## src/rtl/sctl_pkg.sv

```systemverilog
// ----------------------------------------------------------------------------
// sctl_pkg: shared constants for the sector cache tag lookup
// Widths, reset values, register indexes and the cell compare bundle.
// ----------------------------------------------------------------------------
`default_nettype none
package sctl_pkg;
    localparam int SLOTS_DEF  = 32;
    localparam int LBA_W      = 32;
    localparam int SLOT_OUT_W = 5;
    localparam int CYL_W      = 16;
    localparam int HEAD_W     = 8;
    localparam int SPT_W      = 6;
    localparam int CFG_IDX_W  = 1;
    localparam int CFG_DATA_W = 8;

    localparam logic [CFG_IDX_W-1:0] REG_SPT   = 1'd0;
    localparam logic [CFG_IDX_W-1:0] REG_HEADS = 1'd1;

    localparam logic [SPT_W-1:0]  SPT_RESET   = 6'd18;
    localparam logic [HEAD_W-1:0] HEADS_RESET = 8'd2;

    // Search token passed along the chain of cells.
    typedef struct packed {
        logic             busy;
        logic [LBA_W-1:0] lba;
        logic             hit;
        logic             free_found;
    } scan_t;
endpackage
`default_nettype wire

```

## src/rtl/sctl_cell.sv

```systemverilog
// ----------------------------------------------------------------------------
// sctl_cell: one cache slot
// Holds a tag and valid bit; compares the passing search token and forwards.
// ----------------------------------------------------------------------------
`default_nettype none
module sctl_cell
(
    input  wire logic                     clk,
    input  wire logic                     rst_n,
    input  wire sctl_pkg::scan_t          scan_in,
    input  wire logic                     wr_en,
    input  wire logic [sctl_pkg::LBA_W-1:0] wr_tag,
    output sctl_pkg::scan_t               scan_out,
    output logic                          match,
    output logic                          free_here
);
    logic [sctl_pkg::LBA_W-1:0] tag_reg;
    logic                       valid_reg;
    sctl_pkg::scan_t            scan_reg;
    sctl_pkg::scan_t            scan_next;

    // Hit and first-free are seen only at the cell where they first occur.
    assign match     = scan_in.busy && !scan_in.hit && valid_reg && (tag_reg == scan_in.lba);
    assign free_here = scan_in.busy && !scan_in.free_found && !valid_reg;

    always_comb
    begin
        scan_next            = scan_in;
        scan_next.hit        = scan_in.hit | match;
        scan_next.free_found = scan_in.free_found | free_here;
    end

    always_ff @(posedge clk or negedge rst_n)
    begin
        if (!rst_n)
        begin
            valid_reg <= 1'b0;
            scan_reg  <= '0;
        end
        else
        begin
            scan_reg <= scan_next;
            if (wr_en)
                valid_reg <= 1'b1;
        end
    end

    always_ff @(posedge clk)
    begin
        if (wr_en)
            tag_reg <= wr_tag;
    end

    assign scan_out = scan_reg;
endmodule
`default_nettype wire

```

## src/rtl/sctl_div.sv

```systemverilog
// ----------------------------------------------------------------------------
// sctl_div: serial restoring divider
// One quotient bit per cycle; zero divisor gives all-ones quotient.
// ----------------------------------------------------------------------------
`default_nettype none
module sctl_div
(
    input  wire logic                       clk,
    input  wire logic                       rst_n,
    input  wire logic                       start,
    input  wire logic [sctl_pkg::LBA_W-1:0] dividend,
    input  wire logic [sctl_pkg::HEAD_W-1:0] divisor,
    output logic                            done,
    output logic [sctl_pkg::LBA_W-1:0]      quotient,
    output logic [sctl_pkg::HEAD_W-1:0]     remainder
);
    localparam int CNT_W = $clog2(sctl_pkg::LBA_W + 1);
    logic [sctl_pkg::LBA_W-1:0]  q_reg, q_next;
    logic [sctl_pkg::HEAD_W:0]   r_reg, r_next;
    logic [sctl_pkg::HEAD_W-1:0] d_reg;
    logic [CNT_W-1:0]            cnt_reg, cnt_next;
    logic                        run_reg, run_next;
    logic                        done_reg, done_next;
    logic [sctl_pkg::HEAD_W:0]   trial;

    always_comb
    begin
        q_next    = q_reg;
        r_next    = r_reg;
        cnt_next  = cnt_reg;
        run_next  = run_reg;
        done_next = 1'b0;
        trial     = {r_reg[sctl_pkg::HEAD_W-1:0], q_reg[sctl_pkg::LBA_W-1]};
        if (start)
        begin
            q_next   = dividend;
            r_next   = '0;
            cnt_next = CNT_W'(sctl_pkg::LBA_W);
            run_next = 1'b1;
        end
        else if (run_reg)
        begin
            // Shift in next dividend bit, subtract when it fits.
            if (trial >= {1'b0, d_reg})
            begin
                r_next = trial - {1'b0, d_reg};
                q_next = {q_reg[sctl_pkg::LBA_W-2:0], 1'b1};
            end
            else
            begin
                r_next = trial;
                q_next = {q_reg[sctl_pkg::LBA_W-2:0], 1'b0};
            end
            cnt_next = cnt_reg - 1'b1;
            if (cnt_reg == CNT_W'(1))
            begin
                run_next  = 1'b0;
                done_next = 1'b1;
            end
        end
    end

    always_ff @(posedge clk or negedge rst_n)
    begin
        if (!rst_n)
        begin
            run_reg  <= 1'b0;
            done_reg <= 1'b0;
            cnt_reg  <= '0;
        end
        else
        begin
            run_reg  <= run_next;
            done_reg <= done_next;
            cnt_reg  <= cnt_next;
        end
    end

    always_ff @(posedge clk)
    begin
        q_reg <= q_next;
        r_reg <= r_next;
        if (start)
            d_reg <= divisor;
    end

    assign done      = done_reg;
    assign quotient  = q_reg;
    assign remainder = r_reg[sctl_pkg::HEAD_W-1:0];
endmodule
`default_nettype wire

```

## src/rtl/sector_cache_tag_lookup_chs.sv

```systemverilog
// ----------------------------------------------------------------------------
// sector_cache_tag_lookup_chs: fully associative sector tag cache with CHS
// Hit or sector zero goes from the scan straight to the result; a miss runs two
// divisions in turn on the shared serial divider (sectors per track, then heads).
// The search token walks the chain of slot cells, one cell per cycle, so the
// scan length is set by SLOTS; one transaction is in flight at a time.
// Reset clears all valid bits, the eviction pointer and loads default geometry.
// ----------------------------------------------------------------------------
`default_nettype none
module sector_cache_tag_lookup_chs
#(
    parameter int SLOTS = sctl_pkg::SLOTS_DEF
)
(
    input  wire logic                            clk,
    input  wire logic                            rst_n,
    input  wire logic                            in_valid,
    output logic                                 in_stall,
    input  wire logic [sctl_pkg::LBA_W-1:0]      logical_sector,
    output logic                                 out_valid,
    input  wire logic                            out_stall,
    output logic                                 hit,
    output logic [sctl_pkg::SLOT_OUT_W-1:0]      slot_index,
    output logic [sctl_pkg::CYL_W-1:0]           cylinder,
    output logic [sctl_pkg::HEAD_W-1:0]          head,
    output logic [sctl_pkg::SPT_W-1:0]           track_sector,
    input  wire logic                            cfg_we,
    input  wire logic [sctl_pkg::CFG_IDX_W-1:0]  cfg_index,
    input  wire logic [sctl_pkg::CFG_DATA_W-1:0] cfg_data
);
    localparam int SW = (SLOTS > 1) ? $clog2(SLOTS) : 1;

    localparam logic [2:0] ST_IDLE = 3'd0;
    localparam logic [2:0] ST_SCAN = 3'd1;
    localparam logic [2:0] ST_DIV1 = 3'd2;
    localparam logic [2:0] ST_DIV2 = 3'd3;
    localparam logic [2:0] ST_OUT  = 3'd4;

    localparam logic [sctl_pkg::SPT_W-1:0] SPT_ONE = 6'd1;

    logic [2:0]                    state_reg, state_next;
    logic [sctl_pkg::SPT_W-1:0]    spt_reg;
    logic [sctl_pkg::HEAD_W-1:0]   heads_reg;
    logic [SW-1:0]                 evict_reg;
    logic [sctl_pkg::LBA_W-1:0]    lba_reg;
    logic                          hit_reg;
    logic [SW-1:0]                 hit_slot_reg;
    logic                          free_reg;
    logic [SW-1:0]                 free_slot_reg;
    logic [SW-1:0]                 res_slot_reg;
    logic [sctl_pkg::CYL_W-1:0]    cyl_reg;
    logic [sctl_pkg::HEAD_W-1:0]   head_reg;
    logic [sctl_pkg::SPT_W-1:0]    ts_reg;

    sctl_pkg::scan_t               chain [SLOTS+1];
    logic [SLOTS-1:0]              match_vec, free_vec, wr_vec;
    logic                          alloc;
    logic [SW-1:0]                 alloc_slot;

    logic                          div_start, div_done;
    logic [sctl_pkg::LBA_W-1:0]    div_n, div_q;
    logic [sctl_pkg::HEAD_W-1:0]   div_d, div_r;

    logic                          in_acc, out_acc;
    assign in_acc  = in_valid && !in_stall;
    assign out_acc = out_valid && !out_stall;
    assign in_stall = (state_reg != ST_IDLE);

    // Inject the search token at the head of the chain: busy, lba, hit, free.
    assign chain[0] = {in_acc, logical_sector, 1'b0, 1'b0};

    // The scan ends when the token leaves the last cell.
    logic scan_end;
    assign scan_end = chain[SLOTS].busy;
    assign alloc    = scan_end && !(hit_reg);
    assign alloc_slot = free_reg ? free_slot_reg : evict_reg;

    genvar g;
    generate
        for (g = 0; g < SLOTS; g++)
        begin : g_cell
            assign wr_vec[g] = alloc && (alloc_slot == SW'(g));
            sctl_cell u_cell
            (
                .clk       (clk),
                .rst_n     (rst_n),
                .scan_in   (chain[g]),
                .wr_en     (wr_vec[g]),
                .wr_tag    (lba_reg),
                .scan_out  (chain[g+1]),
                .match     (match_vec[g]),
                .free_here (free_vec[g])
            );
        end
    endgenerate

    // Only one cell sees the token each cycle; record which cell it is.
    logic [SW-1:0] pos_reg;

    always_comb
    begin
        state_next = state_reg;
        div_start  = 1'b0;
        div_n      = lba_reg;
        div_d      = {2'b00, spt_reg};
        unique case (state_reg)
            ST_IDLE: if (in_acc) state_next = ST_SCAN;
            ST_SCAN:
                if (scan_end)
                begin
                    if (hit_reg || lba_reg == '0)
                        state_next = ST_OUT;
                    else
                    begin
                        div_start  = 1'b1;
                        state_next = ST_DIV1;
                    end
                end
            ST_DIV1:
                if (div_done)
                begin
                    div_start  = 1'b1;
                    div_n      = div_q;
                    div_d      = heads_reg;
                    state_next = ST_DIV2;
                end
            ST_DIV2: if (div_done) state_next = ST_OUT;
            ST_OUT:  if (out_acc) state_next = ST_IDLE;
            default: state_next = ST_IDLE;
        endcase
    end

    always_ff @(posedge clk or negedge rst_n)
    begin
        if (!rst_n)
        begin
            state_reg <= ST_IDLE;
            spt_reg   <= sctl_pkg::SPT_RESET;
            heads_reg <= sctl_pkg::HEADS_RESET;
            evict_reg <= '0;
            hit_reg   <= 1'b0;
            free_reg  <= 1'b0;
            pos_reg   <= '0;
        end
        else
        begin
            state_reg <= state_next;
            if (cfg_we)
            begin
                if (cfg_index == sctl_pkg::REG_SPT)
                    spt_reg <= cfg_data[sctl_pkg::SPT_W-1:0];
                else if (cfg_index == sctl_pkg::REG_HEADS)
                    heads_reg <= cfg_data;
            end
            if (in_acc)
            begin
                // Cell zero compares in the accepting cycle.
                hit_reg  <= match_vec[0];
                free_reg <= free_vec[0];
                pos_reg  <= SW'(1);
            end
            else if (state_reg == ST_SCAN && !scan_end)
            begin
                // Advance with the token; flag first hit and first free slot.
                if (|match_vec) hit_reg <= 1'b1;
                if (|free_vec)  free_reg <= 1'b1;
                pos_reg <= pos_reg + 1'b1;
            end
            if (alloc && !free_reg)
                evict_reg <= (evict_reg == SW'(SLOTS - 1)) ? '0 : evict_reg + 1'b1;
        end
    end

    always_ff @(posedge clk)
    begin
        if (in_acc)
            lba_reg <= logical_sector;
        if (in_acc)
        begin
            if (match_vec[0]) hit_slot_reg  <= '0;
            if (free_vec[0])  free_slot_reg <= '0;
        end
        else if (state_reg == ST_SCAN && !scan_end)
        begin
            if (|match_vec && !hit_reg)  hit_slot_reg  <= pos_reg;
            if (|free_vec && !free_reg)  free_slot_reg <= pos_reg;
        end
        if (scan_end)
        begin
            res_slot_reg <= hit_reg ? hit_slot_reg : alloc_slot;
            cyl_reg      <= '0;
            head_reg     <= '0;
            ts_reg       <= hit_reg ? '0 : SPT_ONE;
        end
        if (state_reg == ST_DIV1 && div_done)
            ts_reg <= div_r[sctl_pkg::SPT_W-1:0] + 1'b1;
        if (state_reg == ST_DIV2 && div_done)
        begin
            cyl_reg  <= div_q[sctl_pkg::CYL_W-1:0];
            head_reg <= div_r;
        end
    end

    sctl_div u_div
    (
        .clk       (clk),
        .rst_n     (rst_n),
        .start     (div_start),
        .dividend  (div_n),
        .divisor   (div_d),
        .done      (div_done),
        .quotient  (div_q),
        .remainder (div_r)
    );

    assign out_valid    = (state_reg == ST_OUT);
    assign hit          = hit_reg;
    assign slot_index   = sctl_pkg::SLOT_OUT_W'(res_slot_reg);
    assign cylinder     = cyl_reg;
    assign head         = head_reg;
    assign track_sector = ts_reg;

`ifndef SYNTHESIS
    a_hit_no_chs: assert property (@(posedge clk) disable iff (!rst_n)
        out_valid && hit |-> cylinder == '0 && head == '0 && track_sector == '0)
        else $error("hit result carries CHS");
    a_miss_ts: assert property (@(posedge clk) disable iff (!rst_n)
        out_valid && !hit |-> track_sector != '0 || spt_reg == '0 || spt_reg == 6'd1)
        else $error("miss sector zero");
    a_single_wr: assert property (@(posedge clk) disable iff (!rst_n)
        $onehot0(wr_vec))
        else $error("multiple slot writes");
`endif
endmodule
`default_nettype wire

```

## config.mk

```make
export PLATFORM = sky130hd
export DESIGN_NAME = sector_cache_tag_lookup_chs
export DESIGN_NICKNAME = d
export VERILOG_FILES = /design/src/rtl/sctl_pkg.sv /design/src/rtl/sctl_cell.sv /design/src/rtl/sctl_div.sv /design/src/rtl/sector_cache_tag_lookup_chs.sv
export SDC_FILE = /design/constraint.sdc
export NUM_CORES = 2
export LEC_CHECK = 0
export BUFFER_PORTS_ARGS = -buffer_cell sky130_fd_sc_hd__clkbuf_2
export CORE_MARGIN = 2
export CORE_UTILIZATION = 40
export CTS_CLUSTER_DIAMETER = 50
export CTS_CLUSTER_SIZE = 16
export DETAILED_ROUTE_END_ITERATION = 10
export HOLD_SLACK_MARGIN = 0.05
export PLACE_DENSITY = 0.6
export SYNTH_ARGS = -nofsm -noshare
export SYNTH_HDL_FRONTEND = slang
export SYNTH_SLANG_ARGS = --single-unit
```

## constraint.sdc

```tcl
create_clock -name clk -period 3.4 [get_ports clk]
set_input_delay 0.68 -clock clk [delete_from_list [all_inputs] [get_ports clk]]
set_output_delay 0.68 -clock clk [all_outputs]
set_load 0.02 [all_outputs]
```

==> metrics.txt <==
total number of vias 37000; largest cells by area after synthesis sky130_fd_sc_hd__edfxtp_1 (44%), sky130_fd_sc_hd__dfrtp_1 (37%), sky130_fd_sc_hd__xor2_1 (9.7%); Simple-Gate Fraction of Synth Area between 5 and 6%; fraction of final layout cells with drive strength greater than 1 13.2%; die outline area 0.199 mm2; kind of end point of the critical path flop; number of setup buffers added after CTS 0; cell area power density 631 mW/mm2; CTS tree built; Pre-Repair DR Iteration Count 5; number of global-route vias before repair 38500; area share of the largest cell type after synthesis 43.7%; DR WL/cell 25.6 um; instance count of the mapped netlist 4304; GRT overflow 0; initial core utilization 40.2%; status completed; number of clock buffers inserted by TritonCTS 180; placeable core area 0.195 mm2; post-synthesis share of cell area spent on full adders, half adders and majority gates less than 1%; flip-flop count of the largest register, all copies and words added 1086; maximum count of clock buffers along a single path 3; maximum vdd ir drop 0.518 mV; number of vias per cell 4.92; sequential share of the synthesized area 80.8%; GRT Total Usage 19.6%; worst setup timing slack at the placement stage -0.0108 ns; number of flops mapped to enable cells by yosys about 1100; unrepaired setup endpoints after global routing false; share of synthesized registers carrying an async set or reset 50.1%; logic depth of the worst register-to-register path 9; sequential cell area in the final layout 0.0633 mm2; combinational family with the most area after synthesis XOR/XNOR gates; clock edge transition at the registers on the reported setup and hold paths 0.07 ns; buffer cell driving the clock tree root sky130_fd_sc_hd__clkbuf_16; post-synthesis instance area 0.0784 mm2; final instance area 0.0895 mm2; Power Total approximately 56 mW; time the final worst path needs with I/O delays and setup 3.14 ns; Critical-path top delay cell sky130_fd_sc_hd__nor4_1; maximum number of pins on one net before global-route repair 97; synthesis-stage register bit count 2304; total of endpoints with negative setup slack in the final report 0; antenna-violating nets left 0; max-slew violation total from the final report 0; part of the cycle the worst path needs 92.5%; I/O pin total 84; Avg Cell Area, Syn around 18 um2; Hold Vio Cnt, Final 0; fraction of the mapped netlist area in compound gates 0.698%; hold slack final just over 0.1 ns; later-pin clock latency in the skew report 0.83 ns; most used flip-flop cell after synthesis sky130_fd_sc_hd__dfrtp_1; distinct cell type count after synthesis 56; number of antenna violations at the first check in global routing 19; biggest cell delay along the critical path 0.74 ns; HP Class in2reg; xor/xnor share of the synthesized area around an eighth; DRC 0; max_slew headroom 37.5%; TritonCTS Sinks 2304; Total Wirelength between 150 and 200 mm; final core area utilization between 40% and 50%; floorplan die width 447 um; growth of design area from synthesis to finish 14.3%; slack of the critical path roughly 0.26 ns; number of inserted filler cells in the final layout 16600; Arr. time, crit path 3.68 ns; Chip Height between 400 and 500 um; cell chain of the critical path xor2_1, nor4_1, nand4_1, nor3_1, nor4_1, nand4_1, o211ai_1, a21oi_1, buf_4; top fanout value on the critical path 5; kind of critical path reg2reg; H-tree depth reported by CTS 4; kind of start point of the critical path flop; reg-to-reg critical path startpoint g_cell[5].u_cell.scan_out[25]; WP data required 3.94 ns; Initial DRC Count between 3000 and 4000; mux share of post-synthesis cell area 0.832%; number of warning messages in the yosys log 0; max cap viols 0; number of port buffers 83; capture point of the worst path hit_slot_reg[0]; top achievable clock speed 318 MHz; Final #Nets 4801; Static Leak 34.1 nW; setup slack on the worst flop-to-flop path ~0.26 ns; Least-Margin Pin Slew 0.929 ns; Post-Synthesis Net Count around 4400; routability cong. 0.824; worst r2r dst hit_slot_reg[0]; worst-case clock skew 0.0316 ns; combined area of the multi-input logic cells 0.0149 mm2; global-route wire length before repair roughly 280 mm; Post-DP Area ~0.083 mm2; library cell with the largest summed area after synthesis sky130_fd_sc_hd__edfxtp_1; Critical Path Start g_cell[5].u_cell.scan_out[25]; half-perimeter wire length after placement 124 mm; cell row count 162
[repair_timing]
action | in CTS | in global routing
hold buffers | 36 | 0
endpoints found under the hold margin | 97 | 0
gates resized for setup | 0 | 0
[where the power goes]
| group | switching, mW | internal (mW) | total, mW | leakage (nW) |
|---|---|---|---|---|
| Combinational | 2.73 | 1.21 | 3.93 | 7.28 |
| Clock | 9.76 | 10.8 | 20.6 | 2.74 |
| Sequential | 1.07 | 30.9 | 31.9 | 24.0 |
| Total | 13.6 | 42.9 | 56.5 | 34.1 |
[kinds of logic after synthesis]
family,Yosys count
XOR/XNOR,1041
flip-flops,2304
adder cells (fa/ha/maj),15
buffers and inverters,48
AO/OA/AOI/OAI,81
multiplexers,59
AND/OR/NAND/NOR,756
[stage by stage]
step / std cells / setup TNS (ns)
floorplan: 4304 / 0
detailed placement: 7146 / -0.0533
CTS: 7511 / 0
global placement: 7146 / -0.135
finish: 7516 / 0
global route: 7511 / 0
[area by class of cell]
type | instances | share of cell area (%)
multi-input combinational | 1952 | 16.7
sequential | 2304 | 70.7
tap | 2624 | 3.67
inverter | 27 | 0.116
timing repair buffer | 275 | 2.44
clock buffer | 274 | 5.70
antenna | 5 | 0.0140
clock inverter | 55 | 0.651
[per-layer routing]
layer	global-route usage, %	vias up	wire, um
met3	4.06	284	12100
met4	5.95	6	5320
met5	0	-	33
li1	-	16100	-
met2	31.9	1072	93600
met1	26.6	19500	81300
[cell usage in the layout (no fill, tap or decap), types with 26 or more instances in the layout]
master / instances
sky130_fd_sc_hd__nor2_1: 43
sky130_fd_sc_hd__edfxtp_1: 1141
sky130_fd_sc_hd__nand3_1: 49
sky130_fd_sc_hd__or2_2: 58
sky130_fd_sc_hd__xnor2_1: 176
sky130_fd_sc_hd__clkbuf_16: 185
sky130_fd_sc_hd__mux2_2: 49
sky130_fd_sc_hd__buf_4: 138
sky130_fd_sc_hd__inv_1: 26
sky130_fd_sc_hd__nand4_1: 75
sky130_fd_sc_hd__xor2_1: 865
sky130_fd_sc_hd__nand2_1: 76
sky130_fd_sc_hd__nor4_1: 243
sky130_fd_sc_hd__clkbuf_1: 75
sky130_fd_sc_hd__nor3_1: 39
sky130_fd_sc_hd__nand2b_1: 64
sky130_fd_sc_hd__dfrtp_1: 1152
sky130_fd_sc_hd__dlygate4sd3_1: 36
sky130_fd_sc_hd__clkbuf_2: 82
sky130_fd_sc_hd__and2_1: 32
[worst max-delay path, delay by kind of cell (launching register included)]
kind	cells	cell delay, ns
AOI/OAI and AO/OA	2	0.34
xor gates and xnor gates	1	0.19
buffers and inverters	1	0.17
DFF	1	0.47
and+or+nand+nor	5	1.68
[synthesized netlist by cell type, drive strengths merged, types with 14 or more instances]
| library cell | number |
|---|---|
| dfrtp | 1152 |
| edfxtp | 1141 |
| xor2 | 865 |
| nor4 | 243 |
| xnor2 | 176 |
| nand2 | 78 |
| nor2 | 76 |
| nand4 | 75 |
| nand2b | 64 |
| or2 | 60 |
| mux2 | 49 |
| nand3 | 49 |
| nor3 | 42 |
| and2 | 32 |
| inv | 27 |
| or3 | 20 |
| o21ai | 19 |
| ha | 14 |
[worst min-delay path by stage]
| stage | slack, ns | end | cells past startpoint | start |
|---|---|---|---|---|
| 2_1_floorplan | 0.37 | g_cell[10].u_cell.scan_out[10] | 0 | g_cell[9].u_cell.scan_out[10] |
| 3_3_place_gp | 0.38 | g_cell[29].u_cell.scan_out[7] | 0 | g_cell[28].u_cell.scan_out[7] |
| 3_5_place_dp | 0.38 | g_cell[8].u_cell.scan_out[17] | 0 | g_cell[7].u_cell.scan_out[17] |
| 4_1_cts | 0.05 | heads_reg[3] | 2 | cfg_data[3] |
| 5_1_grt | 0.09 | spt_reg[2] | 2 | cfg_data[2] |
| 6_report | 0.10 | heads_reg[3] | 2 | cfg_data[3] |
Note: power is estimated with default switching activity, not from simulation.
